[src/hdl/sfc_pkg.sv]
// ============================================================================
// sfc_pkg
// Shared constants, codes and types of the sphere frustum cull block.
// ============================================================================
`default_nettype none

package sfc_pkg;

   // Plane stack geometry
   localparam int MAX_PLANES  = 32;
   localparam int BASE_PLANES = 6;
   localparam int PLANE_AW    = $clog2(MAX_PLANES);
   localparam int DEPTH_W     = 6;

   // Field widths
   localparam int CMD_W   = 3;
   localparam int MASK_W  = 32;
   localparam int WORD_W  = 32;
   localparam int TOL_W   = 16;
   localparam int PLANE_W = 4 * WORD_W;

   // Distance arithmetic: exact Q32.32 products, exact sum, floor to Q16.16
   localparam int FRAC_W = 16;
   localparam int PROD_W = 2 * WORD_W;
   localparam int ACC_W  = PROD_W + 2;
   localparam int DIST_W = ACC_W - FRAC_W + 1;

   // Command codes
   typedef enum logic [CMD_W-1:0] {
      CMD_WRITE = 3'd0,
      CMD_PUSH  = 3'd1,
      CMD_POP   = 3'd2,
      CMD_MASK  = 3'd3,
      CMD_TEST  = 3'd4
   } sfc_cmd_type;

   // One stored plane: normal and constant, signed Q16.16
   typedef struct packed {
      logic signed [WORD_W-1:0] c;
      logic signed [WORD_W-1:0] nz;
      logic signed [WORD_W-1:0] ny;
      logic signed [WORD_W-1:0] nx;
   } sfc_plane_type;

   // Distance unit status toward the controller
   typedef struct packed {
      logic                     done;
      logic signed [DIST_W-1:0] distance;
   } sfc_dist_rsp_type;

   // Distance unit phases
   typedef enum logic [2:0] {
      DP_IDLE  = 3'd0,
      DP_MUL_X = 3'd1,
      DP_MUL_Y = 3'd2,
      DP_MUL_Z = 3'd3,
      DP_ACC   = 3'd4,
      DP_DIST  = 3'd5
   } sfc_dist_phase_type;

   // Controller states
   typedef enum logic [1:0] {
      ST_IDLE = 2'd0,
      ST_SCAN = 2'd1,
      ST_DIST = 2'd2
   } sfc_state_type;

endpackage

`default_nettype wire

[src/hdl/sfc_dist.sv]
// ============================================================================
// sfc_dist
// Signed plane distance d = floor(N.C / 2^16) - c with one shared multiplier.
// ============================================================================
`default_nettype none

module sfc_dist (
   input  wire logic                                 clock,
   input  wire logic                                 reset,
   input  wire logic                                 start,
   input  wire sfc_pkg::sfc_plane_type               plane,
   input  wire logic signed [sfc_pkg::WORD_W-1:0]    cx,
   input  wire logic signed [sfc_pkg::WORD_W-1:0]    cy,
   input  wire logic signed [sfc_pkg::WORD_W-1:0]    cz,
   output      sfc_pkg::sfc_dist_rsp_type            result
);

   sfc_pkg::sfc_dist_phase_type              phase_ff, phase_in;
   logic                                     done_ff, done_in;
   logic signed [sfc_pkg::PROD_W-1:0]        prod_ff, prod_in;
   logic signed [sfc_pkg::ACC_W-1:0]         acc_ff, acc_in;
   logic signed [sfc_pkg::DIST_W-1:0]        dist_ff, dist_in;
   logic signed [sfc_pkg::WORD_W-1:0]        op_a, op_b;
   logic signed [sfc_pkg::ACC_W-sfc_pkg::FRAC_W-1:0] acc_floor;

   // Floor of the exact sum to Q16.16
   assign acc_floor = $signed(acc_ff[sfc_pkg::ACC_W-1:sfc_pkg::FRAC_W]);

   // Sequence operands, accumulate each registered product in the following phase
   always_comb begin
      phase_in = phase_ff;
      done_in  = 1'b0;
      op_a     = '0;
      op_b     = '0;
      acc_in   = acc_ff;
      dist_in  = dist_ff;
      case (phase_ff)
         sfc_pkg::DP_IDLE: begin
            if (start) begin
               phase_in = sfc_pkg::DP_MUL_X;
            end
         end
         sfc_pkg::DP_MUL_X: begin
            op_a     = plane.nx;
            op_b     = cx;
            acc_in   = '0;
            phase_in = sfc_pkg::DP_MUL_Y;
         end
         sfc_pkg::DP_MUL_Y: begin
            op_a     = plane.ny;
            op_b     = cy;
            acc_in   = acc_ff + sfc_pkg::ACC_W'(prod_ff);
            phase_in = sfc_pkg::DP_MUL_Z;
         end
         sfc_pkg::DP_MUL_Z: begin
            op_a     = plane.nz;
            op_b     = cz;
            acc_in   = acc_ff + sfc_pkg::ACC_W'(prod_ff);
            phase_in = sfc_pkg::DP_ACC;
         end
         sfc_pkg::DP_ACC: begin
            acc_in   = acc_ff + sfc_pkg::ACC_W'(prod_ff);
            phase_in = sfc_pkg::DP_DIST;
         end
         sfc_pkg::DP_DIST: begin
            dist_in  = sfc_pkg::DIST_W'(acc_floor) - sfc_pkg::DIST_W'(plane.c);
            done_in  = 1'b1;
            phase_in = sfc_pkg::DP_IDLE;
         end
         default: begin
            phase_in = sfc_pkg::DP_IDLE;
         end
      endcase
   end

   // Exact 32x32 signed product
   assign prod_in = op_a * op_b;

   always_ff @(posedge clock) begin
      if (reset) begin
         phase_ff <= sfc_pkg::DP_IDLE;
         done_ff  <= 1'b0;
      end else begin
         phase_ff <= phase_in;
         done_ff  <= done_in;
      end
   end

   always_ff @(posedge clock) begin
      prod_ff <= prod_in;
      acc_ff  <= acc_in;
      dist_ff <= dist_in;
   end

   assign result.done     = done_ff;
   assign result.distance = dist_ff;

endmodule

`default_nettype wire

[config.mk]
export PLATFORM = sky130hd
export DESIGN_NAME = sfc_dist
export DESIGN_NICKNAME = d
export VERILOG_FILES = /design/src/hdl/sfc_pkg.sv /design/src/hdl/sfc_dist.sv
export SDC_FILE = /design/constraint.sdc
export NUM_CORES = 2
export LEC_CHECK = 0
export ABC_AREA = 1
export BUFFER_PORTS_ARGS = -buffer_cell sky130_fd_sc_hd__buf_2
export CORE_MARGIN = 3
export CORE_UTILIZATION = 50
export DETAILED_ROUTE_END_ITERATION = 12
export GPL_ROUTABILITY_DRIVEN = 0
export PLACE_DENSITY = 0.68
export SLEW_MARGIN = 5
export SYNTH_ARGS = -nofsm -noshare
export SYNTH_HDL_FRONTEND = slang
export SYNTH_SLANG_ARGS = --single-unit
[constraint.sdc]
create_clock -name clock -period 11.16 [get_ports clock]
set_input_delay 2.232 -clock clock [delete_from_list [all_inputs] [get_ports clock]]
set_output_delay 2.232 -clock clock [all_outputs]
set_load 0.01 [all_outputs]
==> results.md <==
- Sequential area share after synthesis: 8.99%
- R2R setup slack: 1.68 ns
- Highest Clock Rate: 103 MHz
- Synth Net Count: 8788
- CTS resizes: 0
- Multiplexer share of the synthesized area: 0%
- Global route total overflow: 0
- Die Wd: 335 um
- Antenna Cells: 0
- Yosys cell types: 42
- First-pass GRT wire length: 263000 um
- Critical Path Max Stage Delay: 0.65 ns
- Post-synthesis compound-gate area fraction: 5.57%
- Req. time, crit path: 11.54 ns
- Mapped Area: 0.0542 mm2
- Post-Route M1 WL: 66700 um
- Synth Register Bits: 185
- Worst min path class: register to register
- Dominant synthesized flop cell: edfxtp_1
- Share of layout cells above drive strength 1: 7.05%
- Routed vias: 46500
- Setup Crit Path Kind: input pin to register
- Most numerous cell in the Yosys netlist: inv_1
- Die Area: 0.112 mm2
- DRT Pass-1 Iters: 6
- Slew @ Worst Pin: 1.28 ns
- Mean Syn Cell Area: 7.55 um2
- Setup tns final: 0 ns
- Total core area: 0.107 mm2
- Antenna-violating nets left: 0
- Crit-path max FO: 30
- Clock slew seen by the registers of the worst setup and hold paths: 0.08 ns
- Clock skew: 0.0166 ns
- Share of the synthesized area in the top cell type: 40.0%
- Fin. Hold Viols: 0
- Row count: 120
- Top cells by count, synth: inv_1 (1970), nand2_1 (1969), fa_1 (1084)
- Number of max-slew violations in the final report: 0
- XOR/XNOR Fraction of Synth Area: 1.83%
- Max Used Layer: met5
- DRC Markers: 0
- Main combinational cell family by area after synthesis: adder cells
- Mapped Cells: 7178
- Adder-cell share of the synthesized area: 46.9%
- CTS tree: done
- Final period util: 87.3%
- Final HPWL DP: 141000 um
- Clock tree root buffer cell: clkbuf_16
- Fillers: 10300
- Area leader, netlist: fa_1
- Critical Path AT: 10.13 ns
- Yosys warning total: 0
- CP Capture Type: register
- Area contributors post-synth: fa_1 (40%), inv_1 (14%), nand2_1 (14%), ha_1 (6.9%), edfxtp_1 (6.5%)
- Number of setup buffers added after CTS: 0
- Met2 routed WL: 75700 um
- Worst path slowest cell: fa_1
- Setup crit start kind: input pin
- Multi-input logic area: 0.0407 mm2
- IO Pins: 279
- Setup violations, final: 0
- # port buffers: 278
- Area delta synth->final: 5.85%
- Met3 WL: 15100 um
- Vias/cell: 5.31
- Die Span Y: 335 um
- DR WL/cell: 18.8 um
- Max-slew headroom: 14.9%
- Iter 0 DRT Violations: 4554
- Async S/R FF share, synth: 0%
- Clk sink count: 185
- GRT Total Usage: 30.0%
- Pin count of the biggest net entering global routing: 67
- Starting Density: 50.5%
- Worst-skew pair later-pin latency: 0.48 ns
- DRT Wirelength: 165000 um
- Number of global-route vias before repair: 48000
- Post-synthesis simple-gate area fraction: 20.7%
- Final Critical Period: 9.75 ns
- Clock buffer count from CTS: 17
- Antenna violations before repair: 4
- CTS max path bufs: 2
- Cts hold-fix bufs: 0
- Post-synth EDFFs: 117
- Final nets: 8954
- Reg area: 0.00487 mm2
- RSZ-0062 raised after global routing: no
- Status: completed
- Max Cap Viol: 0
- CTS H-tree depth: 4
[kinds of logic (layout without fill, tap and decap cells)]
kind of cell               count (synthesis)  after routing
AOI/OAI and AO/OA                        549            549
xor gates and xnor gates                 113            113
adders and majority gates               1383           1383
buffers and inverters                   2197           2376
DFF                                      185            185
and+or+nand+nor                         2751           2751
[path summary, 6_finish.rpt]
path | from | end | cells past startpoint
hold reg to reg | prod_ff[0] | acc_ff[0] | 3
setup reg to reg | phase_ff[1] | prod_ff[53] | 28
hold / removal | prod_ff[0] | acc_ff[0] | 3
setup / recovery | plane[63] | prod_ff[53] | 28
[metal layers]
metal / up-vias / GRT usage (%)
met2: 2309 / 48.5
met3: 392 / 4.33
li1: 21200 / -
met5: - / 0
met1: 22700 / 40.8
met4: 4 / 12.1
[cells in the final DEF (no fill, tap or decap), types with 3 or more instances in the layout]
cell and count:
dfxtp_1 68, nand2_2 28, a22o_1 3, nor2_2 19
xor2_1 86, edfxtp_1 117, o21ai_0 139, inv_6 5
a21oi_2 8, inv_2 8, nor3_2 3, fa_1 1084
o21bai_1 35, nand2_1 1968, a21oi_1 291, buf_2 278
o21a_1 10, a31oi_1 18, buf_4 87, ha_1 299
a21o_1 21, nor2_1 399, nor4_2 4, nand4_1 42
inv_1 1970, nor4_1 8, a21boi_0 6, o21ai_1 10
clkbuf_16 18, nand3_2 43, xnor2_1 27, nor3_1 40
nand3_1 183, nand3b_1 5
[state kept, by name (all words and copies together) (netlist names)]
signal / count
prod_ff: 64
phase_ff: 3
done_ff: 1
dist_ff: 51
acc_ff: 66
[final cells by class]
cell class                 count  share of cell area (%)
multi-input combinational   4796                    70.9
inverter                    1978                    12.9
sequential                   185                    8.49
timing repair buffer         366                    3.60
tap                         1403                    3.06
clock inverter                11                   0.142
clock buffer                  21                   0.842
[worst max-delay path: cells and delay by family]
| family | cells | cell delay, ns |
|---|---|---|
| adders and majority gates | 9 | 4.79 |
| buffers and inverters | 10 | 1.41 |
| and+or+nand+nor | 9 | 1.65 |
[through the flow]
step           util (%)  std cells  area (um2)  worst slack [ns]  hold slack, ns
6_report           53.5       8760       57400              1.41           0.621
3_5_place_dp       52.9       8728       56800              1.01           0.603
2_1_floorplan         -       7178       54200              2.10           0.506
3_3_place_gp       52.9       8728       56800              1.18           0.599
5_1_grt            53.5       8760       57400              1.09           0.649
4_1_cts            53.5       8760       57400              1.53           0.625
Power is left out: the tool's default activity adds up to more than one toggle a clock period on the data nets, which glitch-free logic cannot reach.
