`config.mk`:
```
export PLATFORM = sky130hd
export DESIGN_NAME = sfc_ram
export DESIGN_NICKNAME = d
export VERILOG_FILES = /design/src/hdl/sfc_ram.sv
export SDC_FILE = /design/constraint.sdc
export NUM_CORES = 1
export LEC_CHECK = 0
export BUFFER_PORTS_ARGS = -buffer_cell sky130_fd_sc_hd__buf_4
export CAP_MARGIN = 10
export CORE_ASPECT_RATIO = 2
export CORE_MARGIN = 1.5
export CORE_UTILIZATION = 54
export DETAILED_ROUTE_END_ITERATION = 16
export PLACE_DENSITY = 0.82
export SYNTH_ARGS = -nofsm -noshare
export SYNTH_HDL_FRONTEND = slang
export SYNTH_SLANG_ARGS = --single-unit
```
`constraint.sdc`:
```
create_clock -name clock -period 1.8 [get_ports clock]
set_input_delay 0.27 -clock clock [delete_from_list [all_inputs] [get_ports clock]]
set_output_delay 0.27 -clock clock [all_outputs]
set_load 0.01 [all_outputs]
```
`src/hdl/sfc_ram.sv`:
```
// ============================================================================
// sfc_ram
// Generic single-port-write, single-port-read RAM with registered read data.
// ============================================================================
`default_nettype none

module sfc_ram #(
   parameter int WIDTH = 8,
   parameter int DEPTH = 16
) (
   input  wire logic                     clock,
   input  wire logic                     we,
   input  wire logic [$clog2(DEPTH)-1:0] waddr,
   input  wire logic [WIDTH-1:0]         wdata,
   input  wire logic                     re,
   input  wire logic [$clog2(DEPTH)-1:0] raddr,
   output      logic [WIDTH-1:0]         rdata
);

   logic [WIDTH-1:0] mem_ff [DEPTH];
   logic [WIDTH-1:0] rdata_ff;

   // Write port
   always_ff @(posedge clock) begin
      if (we) begin
         mem_ff[waddr] <= wdata;
      end
   end

   // Read port, hold data between reads
   always_ff @(posedge clock) begin
      if (re) begin
         rdata_ff <= mem_ff[raddr];
      end
   end

   assign rdata = rdata_ff;

endmodule

`default_nettype wire

```
==> results.cfg, run 1 <==
[global_routing]
grt_pass1_vias = 2694
grt_pass1_wl_mm = 15.3
overflow = 0
grtUsageTotal = 0.219
antenna_found_initial = 0
grt_max_degree = 19

[yosys]
synth_cells = 229
synth_fp_nets = 248
netlist_area_um2 = 5230
yosysSeqAreaShare = 0.781
synth-seq-cells = 136
ys_warn_count = 0
syn_area_per_cell_um2 = 22.8
synth_cell_types = 18
synth_top_cell_by_area = edfxtp_1
synth.top_cell.area_share = 0.781
ys_top_cells_by_area = edfxtp_1 78%, mux4_2 7.8%, mux4_1 7.0%

[clock_network]
cts_tree = done
clock_latency_ps = 420
ctsResizeCount = 0
clock_path_buffers = 2
numCtsBuffers = 17
cts_num_sinks = 136
cts_root_buf = clkbuf_16
h-tree-depth = 4
cts.clk_slew.worst_paths_ps = 50
post_cts_buffers = 0
ctsHoldBuffers = 0

[floorplan]
die_width_um = 72.6
die_height_um = 142
initial_utilization = 0.557
coreArea_um2 = 9380
placementRows = 50
ios = 27
dieArea_um2 = 10300

[drt]
avgRoutedWirePerCell_um = 24.2
vias = 2496
drc = 0
viasPerCell = 6.16
routed_wl_mm = 9.81
ant_nets = 0
first_pass_iters = 4
drtIter0Drc = 169

[sta]
fin_crit_sh = 0.844
layout_min_cycle_time_ps = 1520
finalClockSkew_ps = 8.23
slew_headroom = 0.731
fmax_ghz = 0.658
slew_viol_final = 0
worst_slew_pin_slew_ps = 403
setup_viol = 0
rsz0062_at_grt = no
timing.hold.ws_ps = 154
hold_violations = 0
setup_tns_ps = 0

[critical_path]
path_class = reg -> reg
arrival_ps = 1670
crit_path_cell_trace = mux4_1 > a22oi_1 > nand2_1
critPathBufInv = 0
cp-end-kind = register
critPathMaxStageDelay_ps = 530
cp_top_family = multiplexers
cp-start-kind = register
cp.required_ps = 1950
path_max_fanout = 1
crit_path_top_delay_cell = mux4_1

[layout]
fin_nets = 309
n_antenna_cell = 0
area_growth_pct = 19.2
layout-drive-gt1-share = 0.322
fin_util = 0.664

[run]
drv_cap = 0

[run_status]
status = finished clean

[place]
port_buffers = 26
hpwl_mm = 6.54
routabilityCongestion = 0.899

[power_and_ir_drop]
max-vdd-ir-drop_v = 0.000774
power.leakage_nw = 2.14
power_density_nw_per_um2 = 1120

[min_path]
hp-class = in -> reg
-- sequential cells by signal, indices dropped and copies added, names as in the netlist --
name    flops
mem_ff    128
rdata       8
-- worst paths after layout --
path / endpoint / startpoint / cells past startpoint / slack, ps
setup / recovery: rdata[1]$_DFFE_PP_ / mem_ff[1][1]$_DFFE_PP_ / 3 / 280
hold reg to reg: rdata[0]$_DFFE_PP_ / mem_ff[12][0]$_DFFE_PP_ / 3 / 750
hold / removal: rdata[5]$_DFFE_PP_ / re / 1 / 150
setup reg to reg: rdata[1]$_DFFE_PP_ / mem_ff[1][1]$_DFFE_PP_ / 3 / 280
-- cells by family (layout without fill, tap and decap cells) --
family          count (synthesis)  after routing  share of synthesized area
mux                            32             32                      0.148
buf+inv                        10             82                     0.0165
compound gates                 16             16                     0.0230
flops                         136            136                      0.781
simple gates                   35             35                     0.0314
-- cell usage after synthesis --
cell	n
nor2_1	13
and2_1	1
nand3_1	1
mux4_1	14
buf_4	1
clkdlybuf4s25_2	3
nor2b_1	1
nand3b_1	2
a22oi_1	16
buf_2	3
edfxtp_1	136
and2b_1	1
buf_6	3
nand2_1	9
nand2b_1	2
nor3_1	4
mux4_2	18
or3b_2	1
-- area by class of cell --
cell class                 instances  area (um^2)
fill                             597         3150
timing repair buffer              52          440
clock buffer                      21          440
clock inverter                     9         78.8
sequential                       136         4080
multi-input combinational         83         1060
tap                              104          130
-- per-stage QoR --
stage	instance area (um^2)	total power [mW]	setup WS, ps	cells
final	6230	6.99	281	405
after detailed placement	5710	4.02	48.2	375
after global routing	6230	7.22	235	405
after global placement	5710	4.00	87.8	375
after floorplan	5230	3.84	37.1	229
after CTS	6230	7.04	279	405
-- metal layers --
metal	vias up	track usage	wire, um
met3	21	0.0644	463
li1	1101	-	-
met2	102	0.379	5580
met1	1272	0.238	3510
met5	-	0	0
met4	0	0.112	250
-- worst reg2reg max path: stages (launching register included) --
cell and delay (ps):
edfxtp_1 370, mux4_1 530, a22oi_1 250, nand2_1 110
-- where the power goes --
| part | switching (mW) | internal [mW] | total [mW] |
|---|---|---|---|
| Clock | 1.18 | 1.87 | 3.04 |
| Combinational | 0.188 | 0.171 | 0.360 |
| Sequential | 0.0189 | 3.57 | 3.59 |
| Total | 1.38 | 5.61 | 6.99 |
-- layout by cell type, fill, tap and decap left out --
master      count
nand2b_1        2
clkinv_2        5
a22oi_1        16
buf_4          48
buf_12          4
clkbuf_1        4
clkbuf_16      17
nor2_1         13
mux4_1         14
clkinvlp_4      2
mux4_2         18
nor3_1          4
bufinv_16       1
or3b_2          1
nand3b_1        2
nor2b_1         1
and2_1          1
edfxtp_1      136
and2b_1         1
nand2_1         9
inv_6           1
nand3_1         1
No activity file was read; power rests on OpenSTA's default activity.
==> inputs of run 2 (changes only) <==
--- a/config.mk
+++ b/config.mk
@@ -9,9 +9,9 @@
 export CAP_MARGIN = 10
 export CORE_ASPECT_RATIO = 2
 export CORE_MARGIN = 1.5
-export CORE_UTILIZATION = 54
+export CORE_UTILIZATION = 60
 export DETAILED_ROUTE_END_ITERATION = 16
-export PLACE_DENSITY = 0.82
+export PLACE_DENSITY = 0.86
 export SYNTH_ARGS = -nofsm -noshare
 export SYNTH_HDL_FRONTEND = slang
 export SYNTH_SLANG_ARGS = --single-unit
==> constraint.sdc (replaced) <==
create_clock -name clock -period 1.45 [get_ports clock]
set_input_delay 0.2175 -clock clock [delete_from_list [all_inputs] [get_ports clock]]
set_output_delay 0.2175 -clock clock [all_outputs]
set_load 0.01 [all_outputs]
==> results.cfg, run 2 (synthesis results as in run 1) <==
[min_path]
hp-class = in -> reg
min_from = re
hold_path_end = rdata[6]$_DFFE_PP_
min_delay_path_depth = 1

[power_and_ir_drop]
power_mw = 9.48
max-vdd-ir-drop_v = 0.00169
power.leakage_nw = 2.19
power_density_nw_per_um2 = 1480

[clock_network]
cts_tree = done
cts.clk_slew.worst_paths_ps = 60
clock_path_buffers = 2
numCtsBuffers = 17
cts_num_sinks = 136
ctsHoldBuffers = 0
post_cts_buffers = 0
h-tree-depth = 4
cts_root_buf = clkbuf_16
clock_latency_ps = 410

[sta]
hold_violations = 0
fin_ws_ps = -9.52
slew_headroom = 0.380
setup_tns_ps = -9.52
worst_slew_pin_slew_ps = 926
setup_viol = 1
finalClockSkew_ps = 7.82
fmax_ghz = 0.685
fin_crit_sh = 1.01
rsz0062_at_grt = yes
layout_min_cycle_time_ps = 1460
slew_viol_final = 0
timing.hold.ws_ps = 117

[global_routing]
grt_pass1_vias = 2669
overflow = 0
grt_max_degree = 17
grt_pass1_wl_mm = 16.0
antenna_found_initial = 0
grtUsageTotal = 0.246

[layout]
layout-drive-gt1-share = 0.388
largest_reg_flops = 128
most-common-layout-cells = 136 x edfxtp_1, 50 x buf_4, 27 x mux4_2, 17 x clkbuf_16, 13 x nor2_1
regMostFlops = mem_ff
area_growth_pct = 22.2
layout_commonest_cell = edfxtp_1
fin_nets = 313
n_antenna_cell = 0

[place]
hpwl_mm = 6.62
routabilityCongestion = 0.761
place_worst_setup_slack_ps = -223
port_buffers = 26

[critical_path]
path_max_fanout = 1
cp_top_family = multiplexers
crit_path_top_delay_cell = mux4_2
worst-r2r-setup-slack_ps = -10
critPathMaxStageDelay_ps = 520
cp-start-kind = register
cp.required_ps = 1610
cp-end-kind = register
path_class = reg -> reg
timing.rr.start = mem_ff[3][0]$_DFFE_PP_
worst_r2r_path_depth = 3
arrival_ps = 1620
crit_path_cell_trace = mux4_2 > a22oi_2 > nand2_1
critPathBufInv = 0
worstReg2RegEnd = rdata[0]$_DFFE_PP_

[floorplan]
die_height_um = 135
die_width_um = 69
placementRows = 48
ios = 27
coreArea_um2 = 8530
dieArea_um2 = 9320
initial_utilization = 0.613

[drt]
ant_nets = 0
first_pass_iters = 5
viasPerCell = 6.30
avgRoutedWirePerCell_um = 26.0
vias = 2566
drtIter0Drc = 199
drc = 0
routed_wl_mm = 10.6

[run_status]
status = finished, violations left
failed_checks = negative setup slack

[run]
drv_cap = 0
==> run 2: layout make-up <==
class | count | area, um^2
clock inverters | 14 | 203
flip-flops and latches | 136 | 4080
repair buffers | 56 | 495
multi-input cells | 83 | 1050
well taps | 100 | 125
fillers | 478 | 2140
clock buffers | 18 | 429
==> run 2: worst max-delay path by stage <==
stage / startpoint / to / slack, ps / cells past startpoint
after floorplan: waddr[2] / mem_ff[3][0]$_DFFE_PP_ / -30 / 2
after global placement: raddr[0] / rdata[2]$_DFFE_PP_ / -200 / 5
after detailed placement: raddr[0] / rdata[1]$_DFFE_PP_ / -220 / 5
after CTS: mem_ff[3][0]$_DFFE_PP_ / rdata[0]$_DFFE_PP_ / -5 / 3
after global routing: mem_ff[3][0]$_DFFE_PP_ / rdata[0]$_DFFE_PP_ / -20 / 3
final: mem_ff[3][0]$_DFFE_PP_ / rdata[0]$_DFFE_PP_ / -10 / 3
==> run 2: metrics by stage <==
step	utilization	cell area [um^2]	cells
2_1_floorplan	-	5220	229
3_3_place_gp	0.673	5740	375
3_5_place_dp	0.673	5740	375
4_1_cts	0.749	6390	407
5_1_grt	0.749	6390	407
6_report	0.749	6390	407
==> run 2: power by group <==
| part | internal, mW | switching [mW] |
|---|---|---|
| Clock | 3.03 | 1.50 |
| Sequential | 4.43 | 0.0273 |
| Combinational | 0.235 | 0.253 |
| Total | 7.70 | 1.78 |
==> run 2: what timing repair did <==
action                                  4_1_cts  5_1_grt
pin swaps                                     2        1
endpoints found under the hold margin         0        0
resized for setup                             5        2
endpoints found under the setup margin        4        4
==> run 2: metal layers <==
layer | routed length (um) | up-vias | GRT usage
li1 | - | 1099 | -
met1 | 3680 | 1311 | 0.284
met2 | 6120 | 135 | 0.441
met3 | 505 | 21 | 0.0470
met4 | 288 | 0 | 0.113
met5 | 0 | - | 0
==> inputs of run 3 (changes only) <==
--- a/config.mk
+++ b/config.mk
@@ -9,9 +9,12 @@
 export CAP_MARGIN = 10
 export CORE_ASPECT_RATIO = 2
 export CORE_MARGIN = 1.5
-export CORE_UTILIZATION = 60
+export CORE_UTILIZATION = 62
+export CTS_BUF_LIST = sky130_fd_sc_hd__clkbuf_2
+export CTS_CLUSTER_DIAMETER = 80
 export DETAILED_ROUTE_END_ITERATION = 16
-export PLACE_DENSITY = 0.86
+export PLACE_DENSITY = 0.89
+export SLEW_MARGIN = 10
 export SYNTH_ARGS = -nofsm -noshare
 export SYNTH_HDL_FRONTEND = slang
 export SYNTH_SLANG_ARGS = --single-unit
==> results.cfg, run 3 (synthesis results as in run 1) <==
[sta]
fmax_ghz = 0.670
setup_viol = 5
hold_violations = 0
setup_tns_ps = -147
finalClockSkew_ps = 33.5
fin_ws_ps = -43.5
worst_slew_pin_slew_ps = 868
fin_crit_sh = 1.03
rsz0062_at_grt = yes
slew_headroom = 0.419
layout_min_cycle_time_ps = 1490
timing.hold.ws_ps = 174
slew_viol_final = 0

[place]
port_buffers = 26
dp_cells = 369
routabilityCongestion = 0.768
place_worst_setup_slack_ps = -210
place_area_um2 = 5680
hpwl_mm = 6.77

[global_routing]
grt_pass1_vias = 2707
grt_max_degree = 25
overflow = 0
grtUsageTotal = 0.272
grt_pass1_wl_mm = 16.1
antenna_found_initial = 1

[layout]
area_growth_pct = 17.0
fillers = 459
largest_reg_flops = 128
layout-drive-gt1-share = 0.379
fin_nets = 320
regMostFlops = mem_ff
most-common-layout-cells = 136 x edfxtp_1, 40 x buf_4, 28 x mux4_2, 19 x clkbuf_2, 13 x nor2_1
multi_input_area_um2 = 1050
fin_cells = 413
fin_util = 0.743
layout_commonest_cell = edfxtp_1
fin_area_um2 = 6120
seqCellArea_um2 = 4080

[critical_path]
cp-end-kind = register
arrival_ps = 1970
critPathBufInv = 0
worst-r2r-setup-slack_ps = -40
cp.required_ps = 1930
crit_path_cell_trace = mux4_2 > a22oi_2 > nand2_1
cp_top_family = multiplexers
path_max_fanout = 1
path_class = reg -> reg
critPathMaxStageDelay_ps = 560
crit_path_top_delay_cell = mux4_2
cp-start-kind = register

[floorplan]
initial_utilization = 0.635
placementRows = 47
coreArea_um2 = 8230
ios = 27
die_width_um = 67.9
die_height_um = 133
dieArea_um2 = 9020

[power_and_ir_drop]
power_density_nw_per_um2 = 1200
max-vdd-ir-drop_v = 0.00105
power.leakage_nw = 2.06
power_mw = 7.37

[clock_network]
cts_root_buf = clkbuf_2
clock_path_buffers = 2
clock_latency_ps = 690
numCtsBuffers = 17
cts_num_sinks = 136
cts.clk_slew.worst_paths_ps = 200
post_cts_buffers = 0
h-tree-depth = 4
cts_tree = done

[drt]
wl_met1_mm = 3.46
routed_wl_mm = 10.7
vias = 2625
dr_wl_met3_um = 625
dr.max_layer_used = met4
viasPerCell = 6.36
met2_length_mm = 6.20
drc = 0
ant_nets = 0
first_pass_iters = 6
drtIter0Drc = 214
avgRoutedWirePerCell_um = 25.9

[run_status]
failed_checks = negative setup slack
status = finished, violations left

[min_path]
hp-class = in -> reg

[run]
drv_cap = 0
run 3: area by class of cell:
cell class	instances	share of cell area
Multi-Input combinational cell	83	0.172
Clock inverter	13	0.0290
Sequential cell	136	0.668
Clock buffer	19	0.0155
Antenna cell	1	0.000409
Tap cell	98	0.0200
Timing Repair Buffer	63	0.0949
run 3: power by group:
group | total [mW] | leakage, nW | internal [mW] | switching (mW)
logic | 0.510 | 0.666 | 0.254 | 0.256
clock network | 2.41 | 0.154 | 1.13 | 1.27
registers | 4.45 | 1.24 | 4.42 | 0.0301
run 3: tightest hold or removal path, delay by kind of cell:
family | cells | cell delay (ps)
buffers and inverters | 2 | 270
AND/OR/NAND/NOR | 2 | 200
run 3: worst paths after layout:
kind                                               from                     end  cells after the start
worst min register to register  mem_ff[14][5]$_DFFE_PP_      rdata[5]$_DFFE_PP_                      3
worst max register to register   mem_ff[4][2]$_DFFE_PP_      rdata[2]$_DFFE_PP_                      3
worst min-delay path                           waddr[3]  mem_ff[2][1]$_DFFE_PP_                      4
worst max-delay path             mem_ff[4][2]$_DFFE_PP_      rdata[2]$_DFFE_PP_                      3
run 3: layer usage:
layer | GRT usage | vias to the layer above
met3 | 0.0816 | 35
met1 | 0.307 | 1324
met5 | 0 | -
met4 | 0.134 | 0
met2 | 0.455 | 151
li1 | - | 1115
run 3: timing repair:
item / CTS / global route
pin swaps: 0 / 2
endpoints found under the hold margin: 143 / 0
endpoints found under the setup margin: 11 / 15
gates resized for setup: 11 / 6
gates cloned: 0 / 0
hold buffers: 11 / 0
